===== src/rtl/core/vmrw_pkg.sv =====
// ----------------------------------------------------------------------------
// vmrw_pkg
// Shared types and constants of the masked rectangle write unit.
// ----------------------------------------------------------------------------
package vmrw_pkg;

    localparam int DEF_MEM_WIDTH  = 1024;
    localparam int DEF_MEM_HEIGHT = 512;

    localparam int PIX_W      = 16;
    localparam int ADDR_OUT_W = 19;
    localparam int CFG_DATA_W = 11;
    localparam int CFG_IDX_W  = 3;

    localparam int DX_W   = 10;
    localparam int DY_W   = 9;
    localparam int RW_W   = 11;
    localparam int RH_W   = 10;
    localparam int CCNT_W = 10;
    localparam int RCNT_W = 9;

    localparam logic [RW_W-1:0] COL_LIMIT = 11'd1024;
    localparam logic [RH_W-1:0] ROW_LIMIT = 10'd512;

    localparam logic [PIX_W-1:0] MASK_BIT = 16'h8000;

    localparam logic [CFG_IDX_W-1:0] REG_DEST_X      = 3'd0;
    localparam logic [CFG_IDX_W-1:0] REG_DEST_Y      = 3'd1;
    localparam logic [CFG_IDX_W-1:0] REG_RECT_WIDTH  = 3'd2;
    localparam logic [CFG_IDX_W-1:0] REG_RECT_HEIGHT = 3'd3;
    localparam logic [CFG_IDX_W-1:0] REG_FORCE_TOP   = 3'd4;
    localparam logic [CFG_IDX_W-1:0] REG_GUARD_TOP   = 3'd5;

    typedef struct packed {
        logic force_top;
        logic guard_top;
    } mask_cfg_t;

    typedef enum logic {
        VRAM_CLEAR,
        VRAM_RUN
    } vram_state_t;

endpackage


===== src/rtl/core/vmrw_addr_gen.sv =====
// ----------------------------------------------------------------------------
// vmrw_addr_gen
// Configuration registers, rectangle counters and word address generation.
// ----------------------------------------------------------------------------
module vmrw_addr_gen
    import vmrw_pkg::*;
#(
    parameter int COL_W = 10,
    parameter int ROW_W = 9
)
(
    input  logic                   clk,
    input  logic                   rst_n,
    input  logic                   cfg_wr_en,
    input  logic [CFG_IDX_W-1:0]   cfg_index,
    input  logic [CFG_DATA_W-1:0]  cfg_wdata,
    input  logic                   advance,
    output logic [ROW_W+COL_W-1:0] addr,
    output logic                   last,
    output mask_cfg_t              masks
);

    localparam int CSUM_W = (COL_W > DX_W + 1) ? COL_W : DX_W + 1;
    localparam int RSUM_W = (ROW_W > DY_W + 1) ? ROW_W : DY_W + 1;

    logic [DX_W-1:0]   dest_x_reg;
    logic [DY_W-1:0]   dest_y_reg;
    logic [RW_W-1:0]   rect_width_reg;
    logic [RH_W-1:0]   rect_height_reg;
    logic              force_top_reg;
    logic              guard_top_reg;
    logic [CCNT_W-1:0] col_cnt_reg, col_cnt_next;
    logic [RCNT_W-1:0] row_cnt_reg, row_cnt_next;

    logic              cfg_hit;
    logic [RW_W-1:0]   w_eff;
    logic [RH_W-1:0]   h_eff;
    logic              col_wrap;
    logic              row_wrap;
    logic [CSUM_W-1:0] col_sum;
    logic [RSUM_W-1:0] row_sum;

    always_comb
    begin
        case (cfg_index)
            REG_DEST_X, REG_DEST_Y, REG_RECT_WIDTH,
            REG_RECT_HEIGHT, REG_FORCE_TOP, REG_GUARD_TOP: cfg_hit = cfg_wr_en;
            default: cfg_hit = 1'b0;
        endcase
    end

    always_ff @(posedge clk or negedge rst_n)
    begin
        if (!rst_n)
        begin
            dest_x_reg      <= '0;
            dest_y_reg      <= '0;
            rect_width_reg  <= RW_W'(1);
            rect_height_reg <= RH_W'(1);
            force_top_reg   <= 1'b0;
            guard_top_reg   <= 1'b0;
        end
        else if (cfg_wr_en)
        begin
            case (cfg_index)
                REG_DEST_X:      dest_x_reg      <= cfg_wdata[DX_W-1:0];
                REG_DEST_Y:      dest_y_reg      <= cfg_wdata[DY_W-1:0];
                REG_RECT_WIDTH:  rect_width_reg  <= cfg_wdata[RW_W-1:0];
                REG_RECT_HEIGHT: rect_height_reg <= cfg_wdata[RH_W-1:0];
                REG_FORCE_TOP:   force_top_reg   <= cfg_wdata[0];
                REG_GUARD_TOP:   guard_top_reg   <= cfg_wdata[0];
                default:         ;
            endcase
        end
    end

    always_comb
    begin
        if (rect_width_reg == '0)
            w_eff = RW_W'(1);
        else if (rect_width_reg > COL_LIMIT)
            w_eff = COL_LIMIT;
        else
            w_eff = rect_width_reg;

        if (rect_height_reg == '0)
            h_eff = RH_W'(1);
        else if (rect_height_reg > ROW_LIMIT)
            h_eff = ROW_LIMIT;
        else
            h_eff = rect_height_reg;

        col_wrap = (RW_W'(col_cnt_reg) + RW_W'(1)) >= w_eff;
        row_wrap = (RH_W'(row_cnt_reg) + RH_W'(1)) >= h_eff;

        col_cnt_next = col_cnt_reg;
        row_cnt_next = row_cnt_reg;
        if (cfg_hit)
        begin
            col_cnt_next = '0;
            row_cnt_next = '0;
        end
        else if (advance)
        begin
            if (col_wrap)
            begin
                col_cnt_next = '0;
                row_cnt_next = row_wrap ? '0 : row_cnt_reg + RCNT_W'(1);
            end
            else
            begin
                col_cnt_next = col_cnt_reg + CCNT_W'(1);
            end
        end
    end

    always_ff @(posedge clk or negedge rst_n)
    begin
        if (!rst_n)
        begin
            col_cnt_reg <= '0;
            row_cnt_reg <= '0;
        end
        else
        begin
            col_cnt_reg <= col_cnt_next;
            row_cnt_reg <= row_cnt_next;
        end
    end

    // power-of-two memory: wrap is a truncation
    assign col_sum = CSUM_W'(dest_x_reg) + CSUM_W'(col_cnt_reg);
    assign row_sum = RSUM_W'(dest_y_reg) + RSUM_W'(row_cnt_reg);
    assign addr    = {row_sum[ROW_W-1:0], col_sum[COL_W-1:0]};
    assign last    = col_wrap && row_wrap;

    assign masks.force_top = force_top_reg;
    assign masks.guard_top = guard_top_reg;

endmodule


===== config.mk =====
export PLATFORM = sky130hd
export DESIGN_NAME = vmrw_addr_gen
export DESIGN_NICKNAME = d
export VERILOG_FILES = /design/src/rtl/core/vmrw_pkg.sv /design/src/rtl/core/vmrw_addr_gen.sv
export SDC_FILE = /design/constraint.sdc
export NUM_CORES = 1
export LEC_CHECK = 0
export ABC_AREA = 1
export ABC_CLOCK_PERIOD_IN_PS = 3150
export BUFFER_PORTS_ARGS = -buffer_cell sky130_fd_sc_hd__clkbuf_2
export CAP_MARGIN = 20
export CORE_ASPECT_RATIO = 1.1
export CORE_MARGIN = 4
export CORE_UTILIZATION = 42
export DETAILED_ROUTE_END_ITERATION = 10
export PLACE_DENSITY_LB_ADDON = 0.12
export SYNTH_ARGS = -nofsm -noshare
export SYNTH_HDL_FRONTEND = slang
export SYNTH_SLANG_ARGS = --single-unit

===== constraint.sdc =====
create_clock -name clk -period 3.15 [get_ports clk]
set_input_delay 0.315 -clock clk [delete_from_list [all_inputs] [get_ports clk]]
set_output_delay 0.315 -clock clk [all_outputs]
set_load 0.005 [all_outputs]

After elaboration in Yosys (flattened, before gate mapping)
Cells that the tools add are included.

word-level totals
  logic and storage cells = 49
  RAM bits = 0
  register bits after elaboration = 61
  latch bits = 0
  input port bits = 18
  bits in read-only memories = 0
  output and inout port bits = 22
  memories = 0

operators by class
  shifts and indexed selects = 0
  equality and inequality tests = 5
  mux-type cells = 12
  div/mod/pow operators = 0
  bitwise operators = 0
  multiply operators = 0
  magnitude comparators = 4
  reductions and logical operators = 14
  add/sub/neg operators = 6

operators by type and width
  operator               number
  $mux 10                5
  $mux 9                 4
  $mux 11                2
  $reduce_and 2->1       7
  $add 10x1->11 const B  1
  $ge 11x11->1           1
  $gt 11x11->1 const B   1
  $logic_not 11->1       1
  $add 10x1->10 const B  1
  $add 10x10->10         1
  $add 9x1->10 const B   1
  $ge 10x10->1           1
  $gt 10x10->1 const B   1
  $logic_not 10->1       1
  $add 9x1->9 const B    1
  $add 9x9->9            1
  $eq 3x2->1 const B     2
  $eq 3x3->1 const B     2
  $reduce_or 6->1        1
  $reduce_bool 2->1      2
  $eq 3x1->1 const B     1
  $logic_not 3->1        1
  $logic_and 1x1->1      1
  $mux 1                 1

Depth between registers and ports, before layout
  word-level depth = 8
  mapped depth = 18

Worst setup path before layout
OpenSTA, ideal clock, no wires.

  path type = register to output
  from = register col_cnt_reg[0]
  to = output port last
  path slack = 690 ps
  buffers on the path = 0
  data arrival time = 2145 ps
  stages on the path, launching flop included = 16
  data required time = 2835 ps
  cells stage by stage = dfrtp_1 -> ha_1 -> inv_1 -> nor2_2 -> nand3_1 -> xor2_1 -> inv_1 -> ha_1 -> nand2_1 -> inv_1 -> a21oi_1 -> nand2_1 -> nand2_1 -> nand2_2 -> nand2_1 -> inv_1

between the ends
  cells in the longest elaborated chain, start to end = 3

ends and longest elaborated chain
  element                 RTL line              text
  from (decl)             vmrw_addr_gen.sv:32   logic [CCNT_W-1:0] col_cnt_reg, col_cnt_next;
  from (signal assigned)  vmrw_addr_gen.sv:126  col_cnt_reg <= col_cnt_next;
  $add 10x1->11           vmrw_addr_gen.sv:93   col_wrap = (RW_W'(col_cnt_reg) + RW_W'(1)) >= w_eff;
  $ge 11x11->1            vmrw_addr_gen.sv:93
  $logic_and 1x1->1       vmrw_addr_gen.sv:135  assign last = col_wrap && row_wrap;
  to (decl)               vmrw_addr_gen.sv:19   output logic last,

No other way between the ends.

Worst setup path after layout
Ends and elaborated chain as after synthesis.

==> impl_metrics.yaml <==
sta:
  slew_headroom_pct: 48.15
  unrepaired_setup_endpoints_after_global_routing: "no"
  min_period_ns: 2.908
  timing.final.crit_share_pct: 92.32
  final.setup_skew_ns: 0.007608
  final.setup.tns_ns: 0
  worst_hold_slack_ns: 0.1368
  timing_worst_slew_pin_value_ns: 0.7777
  timing.final.hold_violations: 0
  slew_viol_final: 0
  timing.fmax_ghz: 0.3439
  finalSetupViolCount: 0
detailed_routing:
  vias: 3596
  post_drt_via_cell_ratio: 5.029
  ant_nets: 0
  drtIter0Drc: 194
  drt_drc_violations_left: 0
  wire_per_inst_um: 13.65
  drt_pre_antenna_iters: 4
  route.final.wire_length_um: 9763
pwr:
  vdd_ir_drop_max_uv: 351.6
  static-leakage-power_nw: 2.615
  power.density_cell_area_mw_per_mm2: 519.8
floorplanning:
  die_height_um: 112.4
  die_area_mm2: 0.01157
  rows: 37
  initial_core_util_pct: 43.64
  die_width_um: 102.9
  io-pin-count: 40
  placeableCoreArea_mm2: 0.009537
logic_synthesis:
  synth.cell_area_mm2: 0.004161
  register_area_share_after_synthesis_pct: 36.74
  post_synth_num_cell_types: 32
  syn_avg_cell_area_um2: 7.566
  yosys_register_bits: 61
  yosys_warnings: 0
  syn-instance-count: 550
  synth_fp_nets: 610
grt:
  grt_overflow_total: 0
  grt_start_max_net_pins: 62
  gr-usage-all-layers_pct: 18.24
  antenna_found_initial: 0
  grt_first_pass_wirelength_um: 16560
  first_global_vias: 3443
worst_hold_path:
  timing.hold.worst.class: "primary input to asynchronous set/reset pin"
finish:
  fin_util_pct: 49.72
  post_route_cells_drive_above_1_share_pct: 13.55
  antenna_cells_inserted: 0
  area.growth.synth_to_final_pct: 13.95
  final_design_area_no_fill_mm2: 0.004742
  layout.nets: 653
  largest_register_ffs: 11
worst_setup_path:
  endpoint_kind: "output pin"
  critical_path_class: "flip-flop to output pin"
  worst-endpoint-required_ns: 2.83
  reg2reg_slack_ns: 0.72
  critical_path_peak_fanout: 10
  setup.worst_path.start_class: "flip-flop"
  crit_path_arrival_time_ns: 2.59
clock_network:
  tritoncts_num_sinks: 61
  cts.clk_slew.worst_paths_ns: 0.06
  cts_root_buf: "clkbuf_8"
  holdBufCountCts: 0
  cts_inserted_buffers: 9
  htree_num_levels: 3
  cts_tree: "yes"
  clk-insertion-delay-late_ns: 0.35
  cts.path.max_buffers: 2
place:
  port-buffer-count: 39
  hpwl_um: 7479
  gpl.final_weighted_congestion: 0.8710
  dpl_cell_area_mm2: 0.004453
run:
  cap_violations: 0
outcome:
  status: "finished, final reports clean"
[path summary, 6_finish.rpt]
path | startpoint | end | cells past startpoint
worst max-delay path | col_cnt_reg[0]$_DFFE_PN0P_ | last | 16
worst min-delay path | rst_n | col_cnt_reg[2]$_DFFE_PN0P_ | 2
worst max register to register | col_cnt_reg[0]$_DFFE_PN0P_ | col_cnt_reg[4]$_DFFE_PN0P_ | 14
worst min register to register | rect_width_reg[0]$_DFFE_PN1P_ | rect_width_reg[0]$_DFFE_PN1P_ | 2
max in group asynchronous | rst_n | row_cnt_reg[0]$_DFFE_PN0P_ | 2
min in group clk | cfg_wdata[10] | rect_width_reg[10]$_DFFE_PN0P_ | 3
[cell usage after synthesis, drive strengths merged]
cell type | n | share of area [%]
nand4 | 17 | 2.9
dfstp | 2 | 1.3
a211oi | 2 | 0.36
nor3 | 6 | 0.96
nor2 | 36 | 3.4
inv | 73 | 6.6
buf | 5 | 0.72
ha | 40 | 12
o21bai | 1 | 0.18
clkbuf | 7 | 0.66
or2 | 2 | 0.30
xor2 | 19 | 4.0
a21oi | 19 | 2.4
a21o | 2 | 0.36
nor4 | 1 | 0.30
dfrtp | 59 | 35
nand3 | 27 | 3.5
o21a | 1 | 0.18
o21ai | 57 | 6.9
fa | 2 | 0.96
xnor2 | 7 | 1.5
nand2 | 165 | 15
[where the power goes]
part           leakage, nW  internal [mW]  switching, mW
Clock                0.116          0.486          0.299
Sequential           0.780          0.902          0.103
Combinational         1.72          0.275          0.400
Total                 2.61           1.66          0.802
[repair_timing]
action | CTS | global route
setup endpoints to repair | 1 | 1
gates resized for setup | 1 | 9
pin swaps | 0 | 2
gates cloned | 0 | 1
buffers inserted | 0 | 3
[per-layer routing]
metal / vias to the layer above / global-route usage, % / routed length, µm
met3: 8 / 3.543 / 392
met5: - / 0 / 0
met1: 1662 / 25.83 / 4807
met4: 0 / 5.095 / 108
met2: 66 / 28.28 / 4454
li1: 1860 / - / -
[final cells by class]
cell class,instances,area [µm²]
fillers,961,4795
well taps,117,146.4
flip-flops and latches,61,1534
clock inverters,4,70.07
multi-input cells,405,2337
clock buffers,12,155.1
inverters,73,274.0
repair buffers,43,225.2
[through the flow]
step / power (mW) / setup WS (ns) / std cells
3_5_place_dp: 1.672 / 0.3333 / 695
4_1_cts: 2.468 / 0.01892 / 711
2_1_floorplan: 1.443 / 0.6898 / 550
3_3_place_gp: 1.655 / 0.3947 / 695
6_report: 2.465 / 0.2419 / 715
5_1_grt: 2.659 / 0.01427 / 715
[placed cells by master, fill, tap and decap left out, drive strengths merged]
master / netlist / routed
nand2: 165 / 166
inv: 73 / 73
dfrtp: 59 / 59
o21ai: 57 / 57
clkbuf: 7 / 51
ha: 40 / 40
nor2: 36 / 36
nand3: 27 / 27
xor2: 19 / 19
a21oi: 19 / 19
nand4: 17 / 17
xnor2: 7 / 7
nor3: 6 / 6
buf: 5 / 4
or2: 2 / 2
a211oi: 2 / 2
a21o: 2 / 2
fa: 2 / 2
bufinv: 0 / 2
clkinv: 0 / 2
dfstp: 2 / 2
nor4: 1 / 1
o21bai: 1 / 1
o21a: 1 / 1
[cells by family (layout without fill, tap and decap cells)]
kind of cell,after synthesis,after routing,share of synthesized area [%]
AO/OA/AOI/OAI,82,82,10.31
adder cells (fa/ha/maj),42,42,12.99
XOR/XNOR,26,26,5.472
buffers and inverters,85,132,7.967
flip-flops,61,61,36.74
AND/OR/NAND/NOR,254,255,26.52
[worst max-delay path, cell delays in order, from the launching register on]
cell,delay (ns)
dfrtp_2,0.42
ha_1,0.20
inv_1,0.07
nor2_4,0.14
nand3_1,0.12
xor2_2,0.16
inv_1,0.06
ha_1,0.30
nand2_1,0.09
inv_1,0.04
a21oi_1,0.13
nand2_1,0.11
nand2_4,0.11
nand2_4,0.09
nand2_1,0.07
inv_1,0.04
clkbuf_2,0.10
(Power assumes the default switching activity.)
