`config.mk`:
```
export PLATFORM = sky130hd
export DESIGN_NAME = vmrw_rmw
export DESIGN_NICKNAME = d
export VERILOG_FILES = /design/src/rtl/core/vmrw_pkg.sv /design/src/rtl/core/vmrw_rmw.sv
export SDC_FILE = /design/constraint.sdc
export NUM_CORES = 1
export LEC_CHECK = 0
export BUFFER_PORTS_ARGS = -buffer_cell sky130_fd_sc_hd__buf_2
export CORE_MARGIN = 5
export CORE_UTILIZATION = 35
export CTS_BUF_LIST = sky130_fd_sc_hd__clkbuf_4 sky130_fd_sc_hd__clkbuf_8 sky130_fd_sc_hd__clkbuf_16
export CTS_CLUSTER_SIZE = 10
export DETAILED_ROUTE_END_ITERATION = 16
export GPL_TIMING_DRIVEN = 0
export RECOVER_POWER = 25
export SYNTH_ARGS = -nofsm -noshare
export SYNTH_HDL_FRONTEND = slang
export SYNTH_SLANG_ARGS = --single-unit
```
`constraint.sdc`:
```
create_clock -name clk -period 5.5 [get_ports clk]
set_clock_uncertainty 0.2 [all_clocks]
set_input_delay 1.1 -clock clk [delete_from_list [all_inputs] [get_ports clk]]
set_output_delay 1.1 -clock clk [all_outputs]
set_load 0.03 [all_outputs]
```
`src/rtl/core/vmrw_pkg.sv`:
```
// ----------------------------------------------------------------------------
// vmrw_pkg
// Shared types and constants of the masked rectangle write unit.
// ----------------------------------------------------------------------------
package vmrw_pkg;

    localparam int DEF_MEM_WIDTH  = 1024;
    localparam int DEF_MEM_HEIGHT = 512;

    localparam int PIX_W      = 16;
    localparam int ADDR_OUT_W = 19;
    localparam int CFG_DATA_W = 11;
    localparam int CFG_IDX_W  = 3;

    localparam int DX_W   = 10;
    localparam int DY_W   = 9;
    localparam int RW_W   = 11;
    localparam int RH_W   = 10;
    localparam int CCNT_W = 10;
    localparam int RCNT_W = 9;

    localparam logic [RW_W-1:0] COL_LIMIT = 11'd1024;
    localparam logic [RH_W-1:0] ROW_LIMIT = 10'd512;

    localparam logic [PIX_W-1:0] MASK_BIT = 16'h8000;

    localparam logic [CFG_IDX_W-1:0] REG_DEST_X      = 3'd0;
    localparam logic [CFG_IDX_W-1:0] REG_DEST_Y      = 3'd1;
    localparam logic [CFG_IDX_W-1:0] REG_RECT_WIDTH  = 3'd2;
    localparam logic [CFG_IDX_W-1:0] REG_RECT_HEIGHT = 3'd3;
    localparam logic [CFG_IDX_W-1:0] REG_FORCE_TOP   = 3'd4;
    localparam logic [CFG_IDX_W-1:0] REG_GUARD_TOP   = 3'd5;

    typedef struct packed {
        logic force_top;
        logic guard_top;
    } mask_cfg_t;

    typedef enum logic {
        VRAM_CLEAR,
        VRAM_RUN
    } vram_state_t;

endpackage

```
`src/rtl/core/vmrw_rmw.sv`:
```
// ----------------------------------------------------------------------------
// vmrw_rmw
// Modify stage: mask check, write back, forwarding of the last write,
// and the result register.
// ----------------------------------------------------------------------------
module vmrw_rmw
    import vmrw_pkg::*;
#(
    parameter int ADDR_W = 19
)
(
    input  logic              clk,
    input  logic              rst_n,
    input  logic              in_fire,
    input  logic [ADDR_W-1:0] in_addr,
    input  logic [PIX_W-1:0]  in_pix,
    input  logic              in_last,
    output logic              in_ready,
    input  mask_cfg_t         masks,
    input  logic [PIX_W-1:0]  rd_data,
    output logic              wr_en,
    output logic [ADDR_W-1:0] wr_addr,
    output logic [PIX_W-1:0]  wr_data,
    output logic              out_valid,
    input  logic              out_ready,
    output logic [ADDR_W-1:0] out_addr,
    output logic              out_written,
    output logic [PIX_W-1:0]  out_word,
    output logic              out_last
);

    logic              s1_valid_reg;
    logic [ADDR_W-1:0] s1_addr_reg;
    logic [PIX_W-1:0]  s1_pix_reg;
    logic              s1_last_reg;

    logic              fwd_valid_reg;
    logic [ADDR_W-1:0] fwd_addr_reg;
    logic [PIX_W-1:0]  fwd_word_reg;

    logic              out_valid_reg;
    logic [ADDR_W-1:0] out_addr_reg;
    logic              out_written_reg;
    logic [PIX_W-1:0]  out_word_reg;
    logic              out_last_reg;

    logic              s1_fire;
    logic [PIX_W-1:0]  old_word;
    logic              protect;
    logic [PIX_W-1:0]  new_word;

    assign s1_fire  = s1_valid_reg && (!out_valid_reg || out_ready);
    assign in_ready = !s1_valid_reg || s1_fire;

    // read issued in the same cycle as the previous write sees stale data
    assign old_word = (fwd_valid_reg && (fwd_addr_reg == s1_addr_reg)) ? fwd_word_reg
                                                                       : rd_data;
    assign protect  = masks.guard_top && ((old_word & MASK_BIT) != '0);
    assign new_word = protect ? old_word
                              : (s1_pix_reg | (masks.force_top ? MASK_BIT : '0));

    assign wr_en   = s1_fire && !protect;
    assign wr_addr = s1_addr_reg;
    assign wr_data = new_word;

    always_ff @(posedge clk or negedge rst_n)
    begin
        if (!rst_n)
        begin
            s1_valid_reg  <= 1'b0;
            fwd_valid_reg <= 1'b0;
            out_valid_reg <= 1'b0;
        end
        else
        begin
            if (in_fire)
                s1_valid_reg <= 1'b1;
            else if (s1_fire)
                s1_valid_reg <= 1'b0;

            if (wr_en)
                fwd_valid_reg <= 1'b1;

            if (s1_fire)
                out_valid_reg <= 1'b1;
            else if (out_ready)
                out_valid_reg <= 1'b0;
        end
    end

    always_ff @(posedge clk)
    begin
        if (in_fire)
        begin
            s1_addr_reg <= in_addr;
            s1_pix_reg  <= in_pix;
            s1_last_reg <= in_last;
        end
        if (wr_en)
        begin
            fwd_addr_reg <= s1_addr_reg;
            fwd_word_reg <= new_word;
        end
        if (s1_fire)
        begin
            out_addr_reg    <= s1_addr_reg;
            out_written_reg <= !protect;
            out_word_reg    <= new_word;
            out_last_reg    <= s1_last_reg;
        end
    end

    assign out_valid   = out_valid_reg;
    assign out_addr    = out_addr_reg;
    assign out_written = out_written_reg;
    assign out_word    = out_word_reg;
    assign out_last    = out_last_reg;

endmodule

```
Word level (Yosys, flattened, before mapping)
Index checks and enable logic that the tools add are counted.
{ "totals": {"in_bits": 58, "out_inout_bits": 75, "wordCells": 32, "ff_bits": 111} }
{ "classes": {"n_eq_ne": 1, "reduce_logical": 11, "bitwise_logic": 1, "n_mux": 7} }
{ "op_table": {"columns": ["cell", "count"], "rows": [
  ["16-bit 2-to-1 mux", 3],
  ["19-bit == test", 1],
  ["16-bit bitwise OR", 1],
  ["1-bit logical AND", 4],
  ["1-bit 2-to-1 mux", 4],
  ["2-bit nonzero test", 2],
  ["1-bit logical NOT", 3],
  ["1-bit logical OR", 2]
]} }

Logic depth before layout (Yosys ltp)
Gate-level depths: netlist (run 1).
{ "depth": {"ltp_word": 6, "mapped_depth": 7, "depth_no_buf": 6} }

Worst setup path after synthesis (run 1)
No wires, ideal clock.
{ "synth_timing": {"kind": "input port to output port", "startpoint": "input out_ready", "endpoint": "output wr_en", "path_buffers": 0, "path_stages": 4, "required_time_ns": 4.200, "slack_ns": 0.992, "arrival_ns": 3.208, "cell_sequence": "nand2b_1 -> nand2_1 -> inv_1 -> and2_1"} }
{ "synth_between": {"elab_chain_cells": 3} }
{ "synth_rtl": {"columns": ["element", "line", "rtl"], "rows": [
  ["start, declared", "vmrw_rmw.sv:25", "input logic out_ready,"],
  ["1-bit logical OR", "vmrw_rmw.sv:52", "assign s1_fire = s1_valid_reg && (!out_valid_reg || out_ready);"],
  ["1-bit logical AND", "vmrw_rmw.sv:52", null],
  ["net s1_fire", "vmrw_rmw.sv:47", "logic s1_fire;"],
  ["1-bit logical AND", "vmrw_rmw.sv:62", "assign wr_en = s1_fire && !protect;"],
  ["end, declared", "vmrw_rmw.sv:21", "output logic wr_en,"]
]} }
The timed path passes the listed nets, and every way through them passes these cells.

Worst setup path after layout (run 1)
{ "layout_timing": {"startpoint": "register s1_addr_reg[14] (netlist: wr_addr[14])", "endpoint": "output wr_en"} }
{ "layout_between": {"elab_chain_cells": 6} }
{ "layout_rtl": {"columns": ["element", "line", "rtl"], "rows": [
  ["start, declared", "vmrw_rmw.sv:33", "logic [ADDR_W-1:0] s1_addr_reg;"],
  ["start signal, assigned", "vmrw_rmw.sv:95", "s1_addr_reg <= in_addr;"],
  ["19-bit == test", "vmrw_rmw.sv:56", "assign old_word = (fwd_valid_reg && (fwd_addr_reg == s1_addr_reg)) ? fwd_word_reg"],
  ["1-bit logical AND", "vmrw_rmw.sv:56", null],
  ["16-bit 2-to-1 mux", "vmrw_rmw.sv:56", null],
  ["1-bit logical AND", "vmrw_rmw.sv:58", "assign protect = masks.guard_top && ((old_word & MASK_BIT) != '0);"],
  ["1-bit logical NOT", "vmrw_rmw.sv:62", null],
  ["1-bit logical AND", "vmrw_rmw.sv:62", null]
]} }
No other way between the ends.

==> flow_results.org, run 1 <==
** CTS
- Clk sink count :: ~110
- In this run the deepest clock path goes through 2 buffers.
- The clock reaches the later pin of the worst-skew pair after roughly 0.34 ns.
- After clock tree synthesis, the clock-pin slew on the worst setup and hold paths is ~0.07 ns.
- Number of hold buffers added after cts :: 0
- In this run, CTS created clock tree buffers numbering 9.
- Once the clock tree was built, the setup fixing pass inserted 0 buffers.
- CTS H-tree lvls :: 3
- CTS placed an instance of clkbuf_16 at the clock tree root.
- TritonCTS built the clock tree.
- Cells resized by post-CTS repair :: 0

** Timing
- In the final timing run, aggregate negative setup slack is 0 ns.
- Tcrit/Tclk final :: 0.8515
- Setup repair after global routing left no endpoint under its margin.
- Slew at the pin closest to its max-slew limit :: about 0.94 ns
- Slew Limit Headroom :: 0.3752
- Based on the critical path, the design can be clocked at up to between 200 and 250 MHz.
- Setup-violating endpoint count in the final report :: 0
- Max Transition Viols Final :: 0
- Shortest period the worst path allows :: roughly 4.7 ns
- The hold violation total from the final report was 0.

** Die
- Initial core utilization :: 0.3606
- The die covers 13540 sq um.
- Area of the core region :: about 11000 sq um
- Height of the chip :: 116.4 um
- Count of pins on the block boundary :: roughly 130
- Row generation in the floorplan step produced 38 rows.
- In this run the horizontal extent of the chip is 116.4 um.

** Synth
- Post-Synthesis Cells :: 216
- Number of register bits inferred by synthesis :: ~110
- Average instance area after synthesis :: ~18 sq um
- The share of synthesized area in the top cell type comes to 0.8190.
- For this run, the register share of the synthesized area comes to 0.8379.
- Yosys attributes the largest share of cell area to edfxtp_1 82%, a221oi_1 3.3%, xor2_1 2.7%, dfrtp_1 1.9%, nor3_1 1.9%.
- Area of the mapped netlist :: approximately 4000 sq um
- Yosys printed 0 warnings.
- Number of library cell types mapped by synthesis :: 21
- When the netlist entered floorplanning its net count stood at ~270.
- The largest total area in the synthesized netlist belongs to edfxtp_1.

** Setup path
- Traced cell by cell, the critical path runs through xor2_1 -> nor4_1 -> nand3_1 -> nor3_2 -> mux2_4 -> buf_6 -> and2_2 -> buf_2.
- On the critical path, the stage with the largest delay is an instance of and2_2.
- Startpoint of the most critical setup path :: wr_addr[14]
- The worst register-to-register path has a setup slack of 2.21 ns.
- Endpoint class of the critical path :: primary output
- Critical R2R Launch :: wr_addr[14]
- Crit path DAT :: 3.38 ns
- Worst stage delay on the critical path :: roughly 0.76 ns
- Buffers and inverters on the worst path :: 2
- Worst flop-to-flop path endpoint :: fwd_word_reg[3]
- In this design, the largest share of critical-path delay is due to simple AND/OR/NAND/NOR gates.
- Along the worst path, the maximum fanout reaches 36.
- The worst setup path is launched from a flop.
- By startpoint and endpoint, the worst setup path is classified as reg2out.
- Data required time of the worst path :: ~4.2 ns
- Length in cells of the worst reg-to-reg path :: 7

** Global route
- Across every metal layer, demand over resource in global routing totals 0.1303.
- The number of global-route vias before repair was between 2000 and 2500.
- The total overflow left after global routing is 0.
- The initial antenna violation count came to 1.
- The first global-routing pass estimated about 13 mm of wire.
- Entering global routing, the biggest net connects 40 pins.

** Routing
- For this run, design rule violations remaining after detail routing come to 0.
- WL met1 :: 3.605 mm
- Using the TritonRoute via totals, the vias-per-cell ratio works out to around 4.6.
- After detailed routing, the average wire length per cell comes to ~17 um.
- Wire segments on met3 add up to around 620 um in the final route.
- Detail Route met2 WL :: ~4.2 mm
- The first routing iteration left about 130 violations.
- The final layout contains routed wiring with a total length of between 8 and 9 mm.
- Number of vias after detailed routing :: between 2000 and 2500
- The first detailed-routing pass took 6 iterations.
- In this run the top signal layer used is met5.
- Remaining antenna violation count after routing :: 0

** Min path
- In this run the worst hold path is classified as reg2reg.
- Start point of the worst min-delay path :: s1_last_reg
- The worst hold path passes through 0 cells.
- The path with the worst hold slack has its endpoint at out_last.

** Final layout
- Fraction of layout instances using a drive strength above 1 :: 0.4231
- Nets :: 417
- The number of antenna diodes in the final layout is 0.
- From synthesis to final layout, the design area changed by 28.97%.
- The library cells used most frequently in the layout, excluding fill and tap cells, are 133 x buf_2, 108 x edfxtp_1, 16 x nor2_1.
- The library cell used most frequently in the layout, excluding fill and tap cells, is buf_2.

** Power
- Worst VDD drop :: roughly 0.00026 V
- Power Dens Cells :: 380.7 nW/um^2
- Total power :: slightly below 2 mW
- For this design the static power due to leakage is around 2.0 nW.

** Placed design
- Count of buffers from port buffering :: approximately 130
- Final HPWL DP :: ~6 mm
- Weighted congestion reported at the end of routability-driven placement :: around 0.69

** Status
- Result of the run :: complete, no violations

** Run
- Max-capacitance violation count :: 0
-- area by class of cell --
type | instances | area (sq um)
Timing Repair Buffer | 132 | 659.4
Multi-Input combinational cell | 83 | 550.5
Clock buffer | 11 | 246.5
Clock inverter | 5 | 65.06
Sequential cell | 111 | 3318
Inverter | 16 | 60.06
Tap cell | 140 | 175.2
Buffer | 6 | 32.53
Fill cell | 994 | 5876
-- layer usage --
layer,vias to the layer above,global-route usage
li1,1107,-
met1,1116,0.1578
met2,77,0.2140
met3,11,0.04508
met4,2,0.05259
met5,-,0
-- metrics by stage --
step	cell area [sq um]	hold WS, ns	std cells	setup slack (ns)	utilization
floorplan	3960	0.2003	216	0.9920	-
global placement	4796	0.2038	488	-0.2543	0.4367
detailed placement	4797	0.2185	488	0.8705	0.4368
CTS	5109	0.2362	504	0.6787	0.4651
global route	5107	0.2398	504	0.4921	0.4650
finish	5107	0.2294	504	0.8165	0.4650
-- kinds of logic (layout without fill, tap and decap cells) --
group / after synthesis / count (layout) / synth area share
XOR/XNOR: 19 / 19 / 0.04202
multiplexers: 1 / 1 / 0.003790
AO/OA/AOI/OAI: 16 / 16 / 0.03507
buffers and inverters: 22 / 170 / 0.02338
flip-flops: 111 / 111 / 0.8379
AND/OR/NAND/NOR: 47 / 47 / 0.05782
-- synth_stat cells --
master	count
a21o_1	1
a221oi_1	15
and2_1	1
buf_2	2
buf_6	1
clkbuf_1	3
dfrtp_1	3
edfxtp_1	108
inv_1	16
mux2_4	1
nand2_1	4
nand2b_1	3
nand3_1	1
nand3b_1	1
nand4_1	2
nor2_1	16
nor3_1	15
nor3_2	1
nor4_1	3
xnor2_1	7
xor2_1	12
-- worst max-delay path by stage --
stage          endpoint  depth (start not counted)
3_5_place_dp      wr_en                          6
3_3_place_gp      wr_en                          6
5_1_grt           wr_en                          8
4_1_cts           wr_en                          8
6_report          wr_en                          8
2_1_floorplan     wr_en                          4
-- where the power goes --
group | internal, mW | switching [mW]
combinational | 0.0680 | 0.172
sequential | 1.01 | 0.0275
clock | 0.377 | 0.288
total | 1.46 | 0.487
(Power assumes the default switching activity.)
==> inputs of run 2 (changes only) <==
--- a/config.mk
+++ b/config.mk
@@ -11,7 +11,6 @@
 export CTS_BUF_LIST = sky130_fd_sc_hd__clkbuf_4 sky130_fd_sc_hd__clkbuf_8 sky130_fd_sc_hd__clkbuf_16
 export CTS_CLUSTER_SIZE = 10
 export DETAILED_ROUTE_END_ITERATION = 16
-export GPL_TIMING_DRIVEN = 0
 export RECOVER_POWER = 25
 export SYNTH_ARGS = -nofsm -noshare
 export SYNTH_HDL_FRONTEND = slang
==> run 2 against run 1 <==
Effect of this change:
- sequential share of layout area is 0.18 points higher
- critical endpoint is now wr_data[1]
- sequential power about the same
- clock power decreased by 6.6%
- hold slack gained 0.00081 ns
- cell count fell by 0.20%
- power fell by 2.1%
- maximum frequency is 8.3% higher
- combinational power increased by 2%
- via count up 2.4%
==> flow_results.org, run 2 (synthesis gave the netlist of run 1 again) <==
** Timing
- The worst path in the final design needs a cycle of around 4.3 ns, including I/O delays and setup.
- In this run the tightest slew margin relative to its limit is 0.3983.
- Tcrit/Tclk final :: 0.7860
- The final number of max-transition violations came to 0.
- Setup-violating endpoint count in the final report :: 0
- Setup tns final :: 0 ns
- Setup repair after global routing missed its margin :: no
- Max Freq :: between 200 and 250 MHz
- Number of endpoints with negative hold slack in the final report :: 0
- Slew at the pin closest to its max-slew limit :: 0.9025 ns
- Final-layout worst hold slack :: roughly 0.23 ns
- Setup slack on the critical path of the routed design comes to between 1 and 1.5 ns.

** Setup path
- Cell with the largest stage delay on the worst path :: a221oi_1
- Setup crit start kind :: flop
- Endpoint class of the critical path :: primary output
- The critical path goes through xor2_1 -> nor4_1 -> nand3_1 -> nor3_4 -> mux2_4 -> a221oi_1 -> buf_2.
- WS Path Type :: reg2out
- At the worst endpoint, the arrival time is 3.02 ns.
- Highest fanout seen on the critical path :: 19
- Data required time of the worst path :: 4.20 ns
- On the worst path, the slowest cell contributes a delay of 0.50 ns.

** Routing
- DRC violation count after routing :: 0
- Remaining antenna violation count after routing :: 0
- The routed layout has approximately 2400 vias.
- The first routing iteration left ~180 violations.
- Dividing the detail-routed wire length by the instance count gives roughly 17 um.
- Summed over all layers, the routed wires come to between 8 and 9 mm.
- Using the TritonRoute via totals, the vias-per-cell ratio works out to 4.710.
- First-pass detailed-route iteration total :: 4

** Final layout
- In the final layout, flip-flops and latches occupy between 3000 and 4000 sq um.
- Summing all multi-input logic gate instances after layout gives between 500 and 600 sq um.
- The layout has 991 filler cells.
- Nets :: roughly 420
- Compared with the post-synthesis result, the final layout area differs by 28.63%.
- The library cells used most frequently in the layout, excluding fill and tap cells, are 131 x buf_2, 108 x edfxtp_1, 16 x nor2_1.
- Antenna cells :: 0
- Leading cell type in the layout, fill and taps excluded :: buf_2
- Fraction of layout instances using a drive strength above 1 :: 0.4298

** CTS
- Cells resized by post-CTS repair :: 0
- In this run, CTS created clock tree buffers numbering 9.
- CTS H-tree lvls :: 3
- Hold repair after CTS inserted 0 buffers.
- Clk sink count :: between 100 and 150
- CTS placed an instance of clkbuf_16 at the clock tree root.
- TritonCTS built the clock tree.
- At the later pin of the worst-skew pair, clock insertion delay measures around 0.34 ns.
- # Post-CTS Setup Buffers :: 0
- After clock tree synthesis, the clock-pin slew on the worst setup and hold paths is around 0.08 ns.
- No sink is reached through more buffers than the 2 on the longest clock path.

** Die
- Row generation in the floorplan step produced 38 rows.
- 133 I/O pins were placed.
- The die is around 120 um tall.
- The die is 116.4 um wide.
- Area of the core region :: 10980 sq um
- Initial core utilization :: 0.3606
- Die Footprint :: ~14000 sq um

** Power
- Power spread over the standard cell area amounts to 373.8 nW/um^2.
- VDD sags by at most 0.0001531 V.
- Standby leakage power :: slightly above 2 nW
- The share of total power dissipated in sequential elements is 0.546.
- Cell internal power was estimated by the tool at 1.403 mW.
- Summed over all nets, the switching power comes to approximately 0.50 mW.
- Combinational Power Share :: 0.128
- Switching part of the total :: 0.2631
- Proportion of power drawn by the clock network :: 0.326

** Run
- The tool flagged a number of max-cap violations equal to 0.

** Global route
- Largest net degree at the start of global routing :: 39
- In the global route stage, overall resource usage came out at 0.1309.
- The total overflow left after global routing is 0.
- Antenna violations before repair :: 1
- First-pass GRT wire length :: 13.18 mm
- The number of global-route vias before repair came to between 2000 and 2500.

** Placed design
- Routability-driven placement finished with a final weighted congestion of roughly 0.73.
- Once detailed placement completed, the half-perimeter wirelength came to slightly below 6 mm.
- Minimum setup slack after placement :: roughly 1.5 ns
- Count of buffers from port buffering :: between 100 and 150

** Min path
- The tightest min-delay check is of the reg2reg type.

** Status
- The run finished with clean final reports.
-- run 2: cell types whose count changed in the layout (fill, tap and decap cells not counted) --
cell        previous run  this run
inv_8                  0         3
nor3_4                 0         1
clkinvlp_4             0         2
clkbuf_8               1         0
buf_4                  0         5
buf_2                133       131
buf_6                  1         0
clkinv_2               0         1
clkinv_4               1         0
clkbuf_1               4         1
inv_6                  3         0
nor3_2                 1         0
bufinv_16              1         0
-- run 2: final timing paths --
path                              from               to  slack, ns  cells past startpoint
max in group asynchronous        rst_n    fwd_valid_reg       4.55                      1
min in group asynchronous        rst_n     s1_valid_reg       0.37                      1
min                        s1_last_reg         out_last       0.23                      0
max reg2reg                wr_addr[14]  fwd_word_reg[0]       2.45                      7
min reg2reg                s1_last_reg         out_last       0.23                      0
max                        wr_addr[14]       wr_data[1]       1.18                      7
-- run 2: layout make-up --
class	instances	area share
Sequential cell	111	0.6514
Timing Repair Buffer	137	0.1368
Multi-Input combinational cell	83	0.1093
Clock buffer	10	0.04569
Tap cell	140	0.03439
Inverter	16	0.01179
Clock inverter	6	0.01056
-- run 2: routing by layer --
metal  global-route usage  share of wire  routed length, um
met1               0.1693           0.43               3665
met2               0.2132           0.49               4226
met3              0.02746          0.066                569
met4              0.05800          0.016                135
met5                    0        0.00081                  7
-- run 2: power groups by stage --
| stage | registers (mW) | clock network [mW] | logic [mW] |
|---|---|---|---|
| floorplan | 1.13 | 0 | 0.0825 |
| global placement | 1.06 | 0 | 0.246 |
| detailed placement | 1.06 | 0 | 0.249 |
| CTS | 1.04 | 0.640 | 0.249 |
| global route | 1.05 | 0.677 | 0.263 |
| finish | 1.04 | 0.620 | 0.244 |
-- run 2: stage by stage --
step	power (mW)	area, sq um	utilization	std cells
3_3_place_gp	1.304	4808	0.4378	487
3_5_place_dp	1.309	4808	0.4378	487
5_1_grt	1.988	5094	0.4638	503
4_1_cts	1.930	5095	0.4639	503
6_report	1.904	5094	0.4638	503
2_1_floorplan	1.208	3960	-	216
-- run 2: critical path: cells and delay by family, from the launching register on --
| family | cells | cell delay, ns |
|---|---|---|
| and+or+nand+nor | 3 | 0.82 |
| DFF | 1 | 0.46 |
| xor gates and xnor gates | 1 | 0.19 |
| muxes | 1 | 0.44 |
| AOI/OAI and AO/OA | 1 | 0.50 |
| buffers and inverters | 1 | 0.29 |
==> inputs of run 3 (changes only) <==
==> constraint.sdc (replaced) <==
create_clock -name clk -period 4 [get_ports clk]
set_clock_uncertainty 0.2 [all_clocks]
set_input_delay 0.8 -clock clk [delete_from_list [all_inputs] [get_ports clk]]
set_output_delay 0.8 -clock clk [all_outputs]
set_load 0.03 [all_outputs]
==> run 3 against run 2 <==
Effect of this change:
- core utilization about the same
- combinational power increased by 38%
- die area unchanged
- sequential power increased by 38%
- wire length increased by 3.1%
- design area about the same
- register-to-register slack got worse by 1.4 ns
- first-iteration DRC count decreased by 26%
- cell count unchanged
- power increased by 37%
- setup slack got worse by 1.1 ns
- sequential share of layout area about the same
==> flow_results.org, run 3 (synthesis gave the netlist of run 1 again) <==
** Placed design
- Minimum setup slack after placement :: approximately 0.40 ns
- Routability-driven placement finished with a final weighted congestion of 0.7266.
- Total placed cells including tap cells :: around 490
- Count of buffers from port buffering :: approximately 130
- After legalization and detailed placement, the total HPWL measured between 5 and 6 mm.
- Area of placed instances :: just under 5000 sq um

** Setup path
- Crit path DAT :: between 2 and 3 ns
- Worst stage delay on the critical path :: 0.49 ns
- Setup slack on the worst flop-to-flop path :: between 1 and 1.5 ns
- Among all stages on the critical path, the largest delay is contributed by a221oi_1.
- STA puts the critical path data required time at roughly 3.0 ns.
- The worst setup path is of the reg2out kind.
- Traced cell by cell, the critical path runs through xor2_1 -> nor4_1 -> nand3_1 -> nor3_4 -> mux2_4 -> a221oi_1 -> buf_2.
- The number of buffers and inverters on the critical path is 1.
- The worst setup path is launched from a flop.
- The cell family contributing the most delay on the critical path is simple AND/OR/NAND/NOR gates.
- Along the worst path, the maximum fanout reaches 19.
- STA classifies the critical path endpoint as a primary output.

** Global route
- The number of global-route vias before repair was roughly 2400.
- Largest net degree at the start of global routing :: 39
- Summed over all layers, the global routing overflow is 0.
- Antenna violations before repair :: 0
- The first global-routing pass estimated between 10 and 15 mm of wire.
- GR Util All Layers :: 0.1386

** Final layout
- The sequential cells in the finished layout cover a total of 3318 sq um.
- Leading cell type in the layout, fill and taps excluded :: buf_2
- Filler cells :: between 900 and 1000
- Antenna cells :: 0
- Leaving out fill and tap cells, the most frequent cells in the layout are 131 x buf_2, 108 x edfxtp_1, 16 x nor2_1, 15 x inv_1, 15 x nor3_1.
- Final non-filler cell total :: slightly above 500
- The final layout contains about 420 nets.
- Post-route cell area :: 5092 sq um
- Core occupancy in the finished layout :: 0.4637
- The multi-input combinational cells in the finished layout cover a total of 563.0 sq um.
- In the final layout, the share of cells above drive strength 1 is 0.4298.
- From synthesis to final layout, the design area changed by 28.59%.

** Die
- Initial core utilization :: 0.3606
- Area of the core region :: ~11000 sq um
- Number of placement rows :: 38
- Height of the chip :: ~120 um
- Die extent in x :: 116.4 um
- Die Footprint :: between 10000 and 15000 sq um
- During I/O placement, the number of pins put on the boundary was 133.

** Routing
- Once detail routing completed, the nets flagged for antenna violations numbered 0.
- First-pass detailed-route iteration total :: 4
- Overall routed net length :: between 8 and 9 mm
- Drt first-iter violations :: around 130
- WL per Instance :: roughly 18 um
- Routed via count divided by cell count :: 4.648
- The detailed router placed roughly 2300 vias in this run.
- For this run, design rule violations remaining after detail routing come to 0.

** CTS
- Counting the buffers created by CTS gives 9.
- Number of hold buffers added after cts :: 0
- Worst-path clk slew :: about 0.07 ns
- For the worst-skew pair, the clock arrives at the later sink with an insertion delay of ~0.34 ns.
- CTS built an H-tree with a depth of 3.
- Clk sink count :: between 100 and 150
- TritonCTS built the clock tree.
- After clock tree synthesis, the repair step resized 0 gates.
- Clock Tree Root :: clkbuf_16
- Clock Tree Buf Depth :: 2
- Once the clock tree was built, the setup fixing pass inserted 0 buffers.

** Power
- Power Dens Cells :: between 500 and 600 nW/um^2
- For this design the static power due to leakage is 2.016 nW.
- Total power :: 2.608 mW
- Worst VDD drop :: 0.0004947 V

** Timing
- Setup repair after global routing could not meet its margin everywhere.
- Max Transition Viols Final :: 0
- Setup violations remaining at the end of the flow were counted as 0.
- The worst path in the final design needs a cycle of approximately 3.9 ns, including I/O delays and setup.
- The hold violation total from the final report came to 0.
- Once routing completed, OpenROAD measured the worst setup slack at around 0.089 ns.
- At the pin with the least slew margin, the transition time is just under 1 ns.
- Max Freq :: about 260 MHz
- Final-layout worst hold slack :: just under 0.07 ns
- Setup tns final :: 0 ns
- In this run the tightest slew margin relative to its limit is 0.3415.
- In the finished design, the share of the clock period the worst path needs comes to 0.9776.

** Run
- Max-capacitance violation count :: 0

** Min path
- Path category of the worst min-delay check :: in2async

** Status
- The run finished with clean final reports.
==> run 3: path summary, 6_finish.rpt <==
path,startpoint,endpoint,cells after the start
setup / recovery,wr_addr[12],wr_data[11],7
max in group asynchronous,rst_n,out_valid,1
hold reg to reg,s1_last_reg,out_last,0
hold / removal,rst_n,fwd_valid_reg,1
min in group clk,s1_last_reg,out_last,0
setup reg to reg,wr_addr[12],fwd_addr_reg[14],7
==> run 3: layer usage <==
| layer | track usage | part of all wire | up-vias |
|---|---|---|---|
| met1 | 0.1698 | 0.41 | 1135 |
| met2 | 0.2243 | 0.50 | 87 |
| met3 | 0.05699 | 0.081 | 9 |
| li1 | - | - | 1107 |
| met4 | 0.04408 | 0.013 | 0 |
| met5 | 0 | 0 | - |
==> run 3: worst register-to-register path, cell delays in order, from the launching register on <==
cell and delay, ns:
edfxtp_1 0.46, xor2_1 0.19, nor4_1 0.33, nand3_1 0.18, nor3_4 0.19, mux2_4 0.37, and2_2 0.21, buf_4 0.44
==> run 3: final cells by class <==
class	instances	share of cell area
sequential	111	0.6516
tap	140	0.03440
clock buffer	11	0.04840
timing repair buffer	137	0.1369
inverter	16	0.01179
clock inverter	5	0.006388
multi-input combinational	83	0.1106
==> run 3: report_power, final <==
part / internal, mW / switching, mW / leakage, nW
Sequential: 1.39 / 0.0389 / 1.06
Combinational: 0.0963 / 0.241 / 0.821
Clock: 0.446 / 0.395 / 0.133
Total: 1.93 / 0.675 / 2.02
